[config.mk]
export PLATFORM = sky130hd
export DESIGN_NAME = shape_token_rle_decoder_unit
export DESIGN_NICKNAME = d
export VERILOG_FILES = /design/src/design/stdec_pkg.sv /design/src/design/stdec_front.sv /design/src/design/stdec_queue.sv /design/src/design/stdec_back.sv /design/src/design/shape_token_rle_decoder_unit.sv
export SDC_FILE = /design/constraint.sdc
export NUM_CORES = 1
export LEC_CHECK = 0
export ABC_AREA = 0
export BUFFER_PORTS_ARGS = -buffer_cell sky130_fd_sc_hd__buf_2
export CORE_MARGIN = 8
export CORE_UTILIZATION = 50
export CTS_CLUSTER_DIAMETER = 60
export DETAILED_ROUTE_END_ITERATION = 7
export PLACE_DENSITY = 0.81
export SYNTH_ARGS = -nofsm -noshare
export SYNTH_HDL_FRONTEND = slang
export SYNTH_SLANG_ARGS = --single-unit
[constraint.sdc]
create_clock -name clock -period 6.9 [get_ports clock]
set_clock_uncertainty 0.2 [all_clocks]
set_input_delay 2.07 -clock clock [delete_from_list [all_inputs] [get_ports clock]]
set_output_delay 2.07 -clock clock [all_outputs]
set_load 0.01 [all_outputs]
[src/design/stdec_pkg.sv]
// shared types and constants for the shape token rle decoder
// used by every module of the block, depends on nothing

package stdec_pkg;

   localparam int unsigned QUEUE_DEPTH_DEF = 4;
   localparam int unsigned REG_W           = 17;
   localparam int unsigned COL_W           = 18;
   localparam logic [COL_W-1:0] COL_MAX    = {COL_W{1'b1}};

   localparam logic CSR_SHAPE_WIDTH  = 1'b0;
   localparam logic CSR_SHAPE_HEIGHT = 1'b1;

   localparam logic [1:0] KIND_SPAN     = 2'd0;
   localparam logic [1:0] KIND_ROW_END  = 2'd1;
   localparam logic [1:0] KIND_LAST_ROW = 2'd2;

   typedef enum logic [1:0] {
      OP_NONE    = 2'd0,
      OP_ROW_END = 2'd1,
      OP_SKIP    = 2'd2,
      OP_SPAN    = 2'd3
   } op_type;

   typedef enum logic [3:0] {
      PH_TOKEN   = 4'b0001,
      PH_SKIP    = 4'b0010,
      PH_RUNPIX  = 4'b0100,
      PH_LITERAL = 4'b1000
   } phase_type;

   typedef struct packed {
      logic [7:0] data_byte;
      logic       first_byte;
   } req_type;

   typedef struct packed {
      logic [1:0]  kind;
      logic [15:0] row;
      logic [15:0] column;
      logic [6:0]  span_length;
      logic [7:0]  pixel;
   } rsp_type;

   typedef struct packed {
      op_type     op;
      logic [7:0] amount;
      logic [7:0] pixel;
      logic       first;
   } cmd_type;

   typedef struct packed {
      logic full;
      logic empty;
   } queue_stat_type;

endpackage

[src/design/stdec_front.sv]
// front end: accepts stream bytes, tracks token phase and emits commands
// depends on stdec_pkg

module stdec_front
   import stdec_pkg::*;
(
   input  logic    clock,
   input  logic    reset,
   input  logic    req_valid,
   input  req_type req,
   input  logic    accept,
   output logic    cmd_push,
   output cmd_type cmd
);

   phase_type  phase_ff, phase_in;
   logic [6:0] pending_ff, pending_in;
   phase_type  phase_cur;
   logic [6:0] pending_cur;
   logic [6:0] pending_dec;

   always_comb begin
      phase_cur   = req.first_byte ? PH_TOKEN : phase_ff;
      pending_cur = req.first_byte ? 7'd0 : pending_ff;
      pending_dec = pending_cur - 7'd1;
      phase_in    = phase_cur;
      pending_in  = pending_cur;
      cmd.op      = OP_NONE;
      cmd.amount  = req.data_byte;
      cmd.pixel   = req.data_byte;
      cmd.first   = req.first_byte;
      case (phase_cur)
         PH_SKIP: begin
            cmd.op   = OP_SKIP;
            phase_in = PH_TOKEN;
         end
         PH_RUNPIX: begin
            cmd.op     = OP_SPAN;
            cmd.amount = {1'b0, pending_cur};
            phase_in   = PH_TOKEN;
         end
         PH_LITERAL: begin
            cmd.op     = OP_SPAN;
            cmd.amount = 8'd1;
            pending_in = pending_dec;
            if (pending_dec == 7'd0) begin
               phase_in = PH_TOKEN;
            end
         end
         default: begin
            phase_in = PH_TOKEN;
            if (req.data_byte == 8'd0) begin
               cmd.op = OP_ROW_END;
            end else if (req.data_byte == 8'd1) begin
               phase_in = PH_SKIP;
            end else begin
               pending_in = req.data_byte[7:1];
               phase_in   = req.data_byte[0] ? PH_LITERAL : PH_RUNPIX;
            end
         end
      endcase
   end

   assign cmd_push = accept && req_valid && (cmd.op != OP_NONE || req.first_byte);

   always_ff @(posedge clock) begin
      if (reset) begin
         phase_ff   <= PH_TOKEN;
         pending_ff <= 7'd0;
      end else if (accept && req_valid) begin
         phase_ff   <= phase_in;
         pending_ff <= pending_in;
      end
   end

endmodule

[src/design/stdec_queue.sv]
// short command queue between the front and back ends
// depends on stdec_pkg

module stdec_queue
   import stdec_pkg::*;
#(
   parameter int unsigned DEPTH = QUEUE_DEPTH_DEF
)
(
   input  logic           clock,
   input  logic           reset,
   input  logic           push,
   input  cmd_type        push_cmd,
   input  logic           pop,
   output cmd_type        head_cmd,
   output queue_stat_type stat
);

   localparam int unsigned PW = (DEPTH > 1) ? $clog2(DEPTH) : 1;
   localparam int unsigned CW = $clog2(DEPTH + 1);
   localparam logic [PW-1:0] LAST = PW'(DEPTH - 1);

   cmd_type       mem_ff [DEPTH];
   logic [PW-1:0] wr_ptr_ff, wr_ptr_in;
   logic [PW-1:0] rd_ptr_ff, rd_ptr_in;
   logic [CW-1:0] count_ff, count_in;
   logic          do_push, do_pop;

   assign stat.full  = (count_ff == CW'(DEPTH));
   assign stat.empty = (count_ff == '0);
   assign do_push    = push && !stat.full;
   assign do_pop     = pop && !stat.empty;
   assign head_cmd   = mem_ff[rd_ptr_ff];

   always_comb begin
      wr_ptr_in = wr_ptr_ff;
      rd_ptr_in = rd_ptr_ff;
      count_in  = count_ff;
      if (do_push) begin
         wr_ptr_in = (wr_ptr_ff == LAST) ? '0 : wr_ptr_ff + PW'(1);
      end
      if (do_pop) begin
         rd_ptr_in = (rd_ptr_ff == LAST) ? '0 : rd_ptr_ff + PW'(1);
      end
      if (do_push && !do_pop) begin
         count_in = count_ff + CW'(1);
      end else if (do_pop && !do_push) begin
         count_in = count_ff - CW'(1);
      end
   end

   always_ff @(posedge clock) begin
      if (do_push) begin
         mem_ff[wr_ptr_ff] <= push_cmd;
      end
   end

   always_ff @(posedge clock) begin
      if (reset) begin
         wr_ptr_ff <= '0;
         rd_ptr_ff <= '0;
         count_ff  <= '0;
      end else begin
         wr_ptr_ff <= wr_ptr_in;
         rd_ptr_ff <= rd_ptr_in;
         count_ff  <= count_in;
      end
   end

endmodule

[src/design/stdec_back.sv]
// back end: runs commands on the row and column cursor, clips spans
// and holds the result register; depends on stdec_pkg

module stdec_back
   import stdec_pkg::*;
(
   input  logic             clock,
   input  logic             reset,
   input  logic [REG_W-1:0] shape_width,
   input  logic [REG_W-1:0] shape_height,
   input  logic             cmd_valid,
   input  cmd_type          cmd,
   output logic             cmd_pop,
   output logic             rsp_valid,
   input  logic             rsp_stall,
   output rsp_type          rsp
);

   logic [COL_W-1:0] col_ff, col_in;
   logic [REG_W-1:0] row_ff, row_in;
   logic             done_ff, done_in;
   logic             out_valid_ff, out_valid_in;
   rsp_type          out_ff, out_in;

   logic [COL_W-1:0] col_cur;
   logic [REG_W-1:0] row_cur;
   logic             done_cur;
   logic [COL_W:0]   col_sum;
   logic [COL_W-1:0] col_sat;
   logic [COL_W-1:0] room;
   logic [REG_W:0]   row_next;
   logic             produce;

   assign cmd_pop = cmd_valid && (!out_valid_ff || !rsp_stall);

   always_comb begin
      col_cur  = cmd.first ? '0 : col_ff;
      row_cur  = cmd.first ? '0 : row_ff;
      done_cur = cmd.first ? 1'b0 : done_ff;
      col_sum  = {1'b0, col_cur} + (COL_W + 1)'(cmd.amount);
      col_sat  = col_sum[COL_W] ? COL_MAX : col_sum[COL_W-1:0];
      room     = {1'b0, shape_width} - col_cur;
      row_next = {1'b0, row_cur} + (REG_W + 1)'(1);
      col_in   = col_cur;
      row_in   = row_cur;
      done_in  = done_cur;
      produce  = 1'b0;
      out_in.kind        = KIND_SPAN;
      out_in.row         = row_cur[15:0];
      out_in.column      = col_cur[15:0];
      out_in.span_length = cmd.amount[6:0];
      out_in.pixel       = cmd.pixel;
      if (!done_cur) begin
         case (cmd.op)
            OP_SKIP: begin
               col_in = col_sat;
            end
            OP_SPAN: begin
               col_in = col_sat;
               if (col_cur < {1'b0, shape_width}) begin
                  produce = 1'b1;
                  if ({10'd0, cmd.amount} > room) begin
                     out_in.span_length = room[6:0];
                  end
               end
            end
            OP_ROW_END: begin
               produce            = 1'b1;
               col_in             = '0;
               out_in.column      = '0;
               out_in.span_length = '0;
               out_in.pixel       = '0;
               if (row_next >= {1'b0, shape_height}) begin
                  out_in.kind = KIND_LAST_ROW;
                  done_in     = 1'b1;
               end else begin
                  out_in.kind = KIND_ROW_END;
                  row_in      = row_next[REG_W-1:0];
               end
            end
            default: begin
            end
         endcase
      end
      out_valid_in = cmd_pop ? produce : (out_valid_ff && rsp_stall);
   end

   always_ff @(posedge clock) begin
      if (reset) begin
         col_ff       <= '0;
         row_ff       <= '0;
         done_ff      <= 1'b0;
         out_valid_ff <= 1'b0;
      end else begin
         out_valid_ff <= out_valid_in;
         if (cmd_pop) begin
            col_ff  <= col_in;
            row_ff  <= row_in;
            done_ff <= done_in;
         end
      end
   end

   always_ff @(posedge clock) begin
      if (cmd_pop && produce) begin
         out_ff <= out_in;
      end
   end

   assign rsp_valid = out_valid_ff;
   assign rsp       = out_ff;

endmodule

[src/design/shape_token_rle_decoder_unit.sv]
// path: a result passes through the command queue and then the result register
// throughput: one byte per cycle while nothing stalls, set by the cursor update in the back end
// a full command queue stalls the input; a held result stops the back end and so fills the queue
// reset: synchronous, clears phase, cursor, done flag, queue and result valid;
// shape_width and shape_height return to 1
// top level: config registers, front end, command queue and back end; depends on stdec_pkg

module shape_token_rle_decoder_unit
   import stdec_pkg::*;
#(
   parameter int unsigned QUEUE_DEPTH = QUEUE_DEPTH_DEF
)
(
   input  logic             clock,
   input  logic             reset,
   input  logic             req_valid,
   output logic             req_stall,
   input  req_type          req,
   output logic             rsp_valid,
   input  logic             rsp_stall,
   output rsp_type          rsp,
   input  logic             csr_we,
   input  logic             csr_index,
   input  logic [REG_W-1:0] csr_wdata
);

   logic [REG_W-1:0] shape_width_ff, shape_height_ff;
   logic             cmd_push, cmd_pop;
   cmd_type          front_cmd, head_cmd;
   queue_stat_type   q_stat;

   always_ff @(posedge clock) begin
      if (reset) begin
         shape_width_ff  <= REG_W'(1);
         shape_height_ff <= REG_W'(1);
      end else if (csr_we) begin
         case (csr_index)
            CSR_SHAPE_WIDTH:  shape_width_ff  <= csr_wdata;
            CSR_SHAPE_HEIGHT: shape_height_ff <= csr_wdata;
            default: begin
            end
         endcase
      end
   end

   assign req_stall = q_stat.full;

   stdec_front u_front (
      .clock     (clock),
      .reset     (reset),
      .req_valid (req_valid),
      .req       (req),
      .accept    (!q_stat.full),
      .cmd_push  (cmd_push),
      .cmd       (front_cmd)
   );

   stdec_queue #(
      .DEPTH (QUEUE_DEPTH)
   ) u_queue (
      .clock    (clock),
      .reset    (reset),
      .push     (cmd_push),
      .push_cmd (front_cmd),
      .pop      (cmd_pop),
      .head_cmd (head_cmd),
      .stat     (q_stat)
   );

   stdec_back u_back (
      .clock        (clock),
      .reset        (reset),
      .shape_width  (shape_width_ff),
      .shape_height (shape_height_ff),
      .cmd_valid    (!q_stat.empty),
      .cmd          (head_cmd),
      .cmd_pop      (cmd_pop),
      .rsp_valid    (rsp_valid),
      .rsp_stall    (rsp_stall),
      .rsp          (rsp)
   );

`ifndef SYNTHESIS
   a_span_nonzero: assert property (@(posedge clock) disable iff (reset)
      rsp_valid && rsp.kind == KIND_SPAN |-> rsp.span_length != 7'd0)
      else $error("span with zero length");

   a_row_event_clean: assert property (@(posedge clock) disable iff (reset)
      rsp_valid && rsp.kind != KIND_SPAN |->
         rsp.column == 16'd0 && rsp.span_length == 7'd0 && rsp.pixel == 8'd0)
      else $error("row event carries span fields");

   a_queue_stat: assert property (@(posedge clock) disable iff (reset)
      !(q_stat.full && q_stat.empty))
      else $error("queue both full and empty");

   a_reset_idle: assert property (@(posedge clock)
      reset |=> !rsp_valid && !q_stat.full)
      else $error("output valid or queue full after reset");
`endif

endmodule
==> results.md <==
- The run finished with clean final reports.
- The final route contains 8,963 vias.
- The number of fill cells in the layout is 1,851.
- After detailed routing, the number of remaining DRC violations is 0.
- The post-placement setup slack is 1.473 ns.
- STA classifies the critical path startpoint as a flop.
- 0 antenna diodes ended up in the layout.
- The worst-case reg-to-reg path depth is 19.
- The average size of a mapped cell is 10.19 µm².
- The number of instances in the placed design is 1,449.
- The number of global-route vias before repair was 8,723.
- The largest area contributor in the netlist is sky130_fd_sc_hd__edfxtp_1.
- The final net count is 1,284.
- The fraction of the mapped netlist area in compound gates is 0.1411.
- The warning count from the yosys run is 0.
- The proportion of register bits with asynchronous set or reset after synthesis is 0.
- The clock period minus final worst setup slack is 5.533 ns.
- The detailed-router iteration count before antenna repair is 8.
- The number of cells on the worst hold path is 2.
- The dominant synthesized flop cell is sky130_fd_sc_hd__edfxtp_1.
- The setup TNS is 0 ns.
- The minimum setup slack in the final design is 1.367 ns.
- In this run, the number of DRC markers left after iteration 0 of detailed routing was 725.
- The maximum number of pins on one net before global-route repair is 50.
- The number of enable-type register cells in the synthesized netlist is 125.
- The remaining antenna violation count is 0.
- Clock-pin slew was measured on the worst setup and hold paths at 0.06 ns.
- The detailed placement HPWL is 19,780 µm.
- The vertical die dimension is 166.9 µm.
- The master of the slowest instance on the critical path is sky130_fd_sc_hd__mux4_2.
- The clock tree buffer depth is 3.
- The floorplan die area is 27,870 µm².
- The share of synthesized area occupied by flip-flops and latches is 0.4894.
- For the worst-skew pair, the clock arrives at the later sink with an insertion delay of 0.52 ns.
- The number of setup buffers added after CTS is 0.
- Sorting the synthesized cells by area gives the leading types as sky130_fd_sc_hd__edfxtp_1 33%, sky130_fd_sc_hd__dfxtp_1 16%, sky130_fd_sc_hd__ha_1 6.5%.
- After technology mapping, the gate count stands at 1,118.
- The relative area change from synthesis to final layout is 13.35%.
- The adder and majority cell fraction of the synthesized area is 0.07007.
- The family of cells with the greatest summed delay on the critical path is simple AND/OR/NAND/NOR gates.
- Headroom to the max-slew limit came out at 0.1709.
- The die boundary width is 166.9 µm.
- For hold timing, the worst endpoint is shape_height_ff[8].
- Synthesis produced a netlist with a net count of 1,212.
- The start point of the worst min-delay path is shape_height_ff[8].
- The number of rows created at floorplan is 55.
- TritonCTS built the clock tree.
- In this run, post-CTS hold repair placed 0 buffers.
- The number of antenna violations at the first check in global routing was 0.
- The critical path contains buffers and inverters numbering 2 combined.
- The area of combinational cells with multiple inputs is 5435 µm².
- Summed over all cells, the static leakage comes to 4.961 nW.
- The post-route clock period utilization is 0.8019.
- The number of distinct library cells after synthesis is 81.
- Summing every instance area after synthesis gives 11,390 µm².
- The number of gates resized after cts is 0.
- The maximum ir drop on the vdd rail is 0.2133 mV.
- For this run the aggregate overflow at the end of global routing stands at 0.
- The post-detailed-route wirelength per cell is 18.74 µm.
- Port buffering added 82 buffers.
- Dividing the detail-routed via count by the number of cells gives 6.003.
- Of the total synthesized cell area, the portion taken by XOR and XNOR cells is 0.02921.
- 83 I/O pins were placed.
- Setup repair after global routing left no endpoint under its margin.
- The kind of end point of the critical path is a flop.
- The first global-routing pass estimated 45,070 µm of wire.
- The setup slack on the worst flop-to-flop path is 1.37 ns.
- The power density over the cells is 378.8 nW/µm².
- The sequential cells in the finished layout cover a total of 5575 µm².
- The flop and latch count out of synthesis is 216.
- After synthesis, the largest family of logic cells by area is simple AND/OR/NAND/NOR gates.
- The post-synthesis share of cell area spent on and, or, nand and nor gates is 0.1859.
- The instance area at placement is 12,040 µm².
- The number of sinks on the clock net is 216.
- The finished cells cover 12,910 µm².
- The setup path with the least slack is of type flop to flop.
- The required time of the worst setup path is 7.06 ns.
- The number of clock buffers added by TritonCTS is 24.
- Routability-driven placement finished with a final weighted congestion of 0.9574.
- The count of H-tree levels built during CTS is 1.
- The delay contributed by the slowest stage of the critical path is 0.71 ns.
- The fraction of synthesized cell area taken by the top area cell type is 0.3295.
- The top achievable clock speed is 180.7 MHz.
- The sum of routed wire length over all layers is 27,980 µm.
- The total count of hold-check failures in the final report was 0.
- The fraction of synthesized area in multiplexers is 0.04964.
- The total global-route track usage is 0.1953.
- Setup violations remaining at the end of the flow were counted as 0.
- The effective utilization at floorplan is 0.5063.
- The number of pins with negative max-slew slack in the final report came to 0.
- Walking the worst path, the cells encountered are buf_4, mux4_2, nor2b_1, ha_1, inv_1, fa_1, a21o_1, a22oi_1, nor2b_1, xor2_1, ha_1, nand4_1, o22a_1, o2111ai_1, nor4b_1, nand4b_1, nor4b_2, nand3_1, o22ai_1.
- The worst register-to-register path ends at u_back.rsp[10].
- The max-capacitance violation count is 0.
- The count of cells in the finished layout, fillers not included, comes to 1,493.
- Of the cells placed in the final design, the portion with a size suffix greater than 1 is 0.1391.
- In this run the standard cell core region covers 22,500 µm².
- The cell chosen for the clock root is sky130_fd_sc_hd__clkbuf_16.
- The top fanout value on the critical path is 20.
- The data arrival time of the critical path is 5.69 ns.
- The path class of the tightest hold or removal check is flop to flop.
- The transition at the pin with the smallest max-transition slack is 1.239 ns.
cells in the mapped netlist (4+ instances only):
cell and number:
sky130_fd_sc_hd__a211o_1 4, sky130_fd_sc_hd__a211oi_1 12, sky130_fd_sc_hd__a21o_1 13, sky130_fd_sc_hd__a21oi_1 88, sky130_fd_sc_hd__a221o_1 5, sky130_fd_sc_hd__a22o_1 7
sky130_fd_sc_hd__a31oi_1 9, sky130_fd_sc_hd__and2_1 18, sky130_fd_sc_hd__and3_1 10, sky130_fd_sc_hd__and4_1 5, sky130_fd_sc_hd__buf_2 6, sky130_fd_sc_hd__clkbuf_1 33
sky130_fd_sc_hd__dfxtp_1 91, sky130_fd_sc_hd__edfxtp_1 125, sky130_fd_sc_hd__ha_1 59, sky130_fd_sc_hd__inv_1 51, sky130_fd_sc_hd__mux2i_1 10, sky130_fd_sc_hd__mux4_2 19
sky130_fd_sc_hd__nand2_1 155, sky130_fd_sc_hd__nand2b_1 10, sky130_fd_sc_hd__nand3_1 24, sky130_fd_sc_hd__nand4_1 16, sky130_fd_sc_hd__nand4b_1 5, sky130_fd_sc_hd__nand4bb_1 4
sky130_fd_sc_hd__nor2_1 91, sky130_fd_sc_hd__nor2b_1 26, sky130_fd_sc_hd__nor3_1 13, sky130_fd_sc_hd__nor3b_1 5, sky130_fd_sc_hd__nor4_1 6, sky130_fd_sc_hd__o2111ai_1 4
sky130_fd_sc_hd__o211ai_1 7, sky130_fd_sc_hd__o21a_1 5, sky130_fd_sc_hd__o21ai_0 51, sky130_fd_sc_hd__o21bai_1 6, sky130_fd_sc_hd__o22ai_1 7, sky130_fd_sc_hd__o311ai_0 4
sky130_fd_sc_hd__or3_1 10, sky130_fd_sc_hd__xnor2_1 22, sky130_fd_sc_hd__xor2_1 16
final cells by class:
cell class / instances / area share
clock buffer: 30 / 0.05058
clock inverter: 14 / 0.01705
inverter: 52 / 0.01511
multi-input combinational: 805 / 0.4209
sequential: 216 / 0.4317
tap: 285 / 0.02761
timing repair buffer: 91 / 0.03701
registers in the layout, summed over array words and instances (netlist names), named ones only:
name / cells
u_queue.mem_ff: 76
shape_width_ff: 17
u_front.phase_ff: 4
u_back.rsp_valid: 1
u_back.rsp: 49
u_back.col_ff: 18
u_queue.count_ff: 3
u_queue.rd_ptr_ff: 2
u_back.done_ff: 1
u_front.pending_ff: 7
u_queue.wr_ptr_ff: 2
shape_height_ff: 17
u_back.row_ff: 17
worst register-to-register path, stage by stage, from the launching register on:
cell and delay (ns):
sky130_fd_sc_hd__dfxtp_1 0.31, sky130_fd_sc_hd__buf_4 0.35, sky130_fd_sc_hd__mux4_2 0.72, sky130_fd_sc_hd__nor2b_1 0.29, sky130_fd_sc_hd__ha_1 0.22, sky130_fd_sc_hd__inv_1 0.06, sky130_fd_sc_hd__fa_1 0.41, sky130_fd_sc_hd__a21o_1 0.20
sky130_fd_sc_hd__a22oi_1 0.18, sky130_fd_sc_hd__nor2b_1 0.19, sky130_fd_sc_hd__xor2_1 0.22, sky130_fd_sc_hd__ha_1 0.28, sky130_fd_sc_hd__nand4_1 0.10, sky130_fd_sc_hd__o22a_1 0.16, sky130_fd_sc_hd__o2111ai_1 0.10, sky130_fd_sc_hd__nor4b_1 0.27
sky130_fd_sc_hd__nand4b_1 0.15, sky130_fd_sc_hd__nor4b_2 0.64, sky130_fd_sc_hd__nand3_1 0.18, sky130_fd_sc_hd__o22ai_1 0.14
power breakdown:
part / leakage (nW) / internal [mW] / switching [mW]
Sequential: 1.90 / 1.60 / 0.0845
Clock: 0.424 / 0.865 / 0.529
Combinational: 2.63 / 0.685 / 1.13
cell families after synthesis:
| kind of cell | count (synthesis) |
|---|---|
| XOR/XNOR | 38 |
| flip-flops | 216 |
| buffers and inverters | 97 |
| AND/OR/NAND/NOR | 422 |
| AO/OA/AOI/OAI | 251 |
| multiplexers | 32 |
| adder cells (fa/ha/maj) | 62 |
metrics by stage:
step	hold WS (ns)	power, mW	util
CTS	0.2596	4.895	0.5739
global route	0.2823	5.150	0.5739
finish	0.2614	4.891	0.5739
floorplan	0.2363	3.009	-
detailed placement	0.2521	3.491	0.5351
global placement	0.2417	3.452	0.5351
per-layer routing:
metal,global-route usage,vias to the layer above,share of wire
li1,-,4249,-
met1,0.2519,4291,0.43
met2,0.3318,378,0.48
met3,0.03144,45,0.072
met4,0.05954,0,0.021
met5,0,-,0
worst max path at each step:
stage          from              to  slack [ns]  depth (start not counted)
6_report       flop  u_back.rsp[10]        1.37                         19
5_1_grt        flop   u_back.rsp[9]        0.80                         19
4_1_cts        flop  u_back.rsp[11]        1.42                         19
3_5_place_dp   flop  u_back.rsp[11]        1.47                         19
3_3_place_gp   flop  u_back.rsp[10]        1.66                         19
2_1_floorplan  flop   u_back.rsp[0]        1.53                         12
placed cells by master (no fill, tap or decap), types with 11 or more instances in the layout:
cell type                   Yosys  layout
sky130_fd_sc_hd__nand4_1       16      16
sky130_fd_sc_hd__and2_1        18      18
sky130_fd_sc_hd__nor3_1        13      13
sky130_fd_sc_hd__nand3_1       24      24
sky130_fd_sc_hd__nand2_1      155     155
sky130_fd_sc_hd__nor2b_1       26      26
sky130_fd_sc_hd__xnor2_1       22      22
sky130_fd_sc_hd__edfxtp_1     125     125
sky130_fd_sc_hd__inv_1         51      51
sky130_fd_sc_hd__buf_2          6      82
sky130_fd_sc_hd__nor2_1        91      91
sky130_fd_sc_hd__a21o_1        13      13
sky130_fd_sc_hd__xor2_1        16      16
sky130_fd_sc_hd__clkbuf_16      0      24
sky130_fd_sc_hd__a21oi_1       88      88
sky130_fd_sc_hd__ha_1          59      59
sky130_fd_sc_hd__mux4_2        19      19
sky130_fd_sc_hd__a211oi_1      12      11
sky130_fd_sc_hd__dfxtp_1       91      91
sky130_fd_sc_hd__o21ai_0       51      51
No activity file was read; power rests on OpenSTA's default activity.
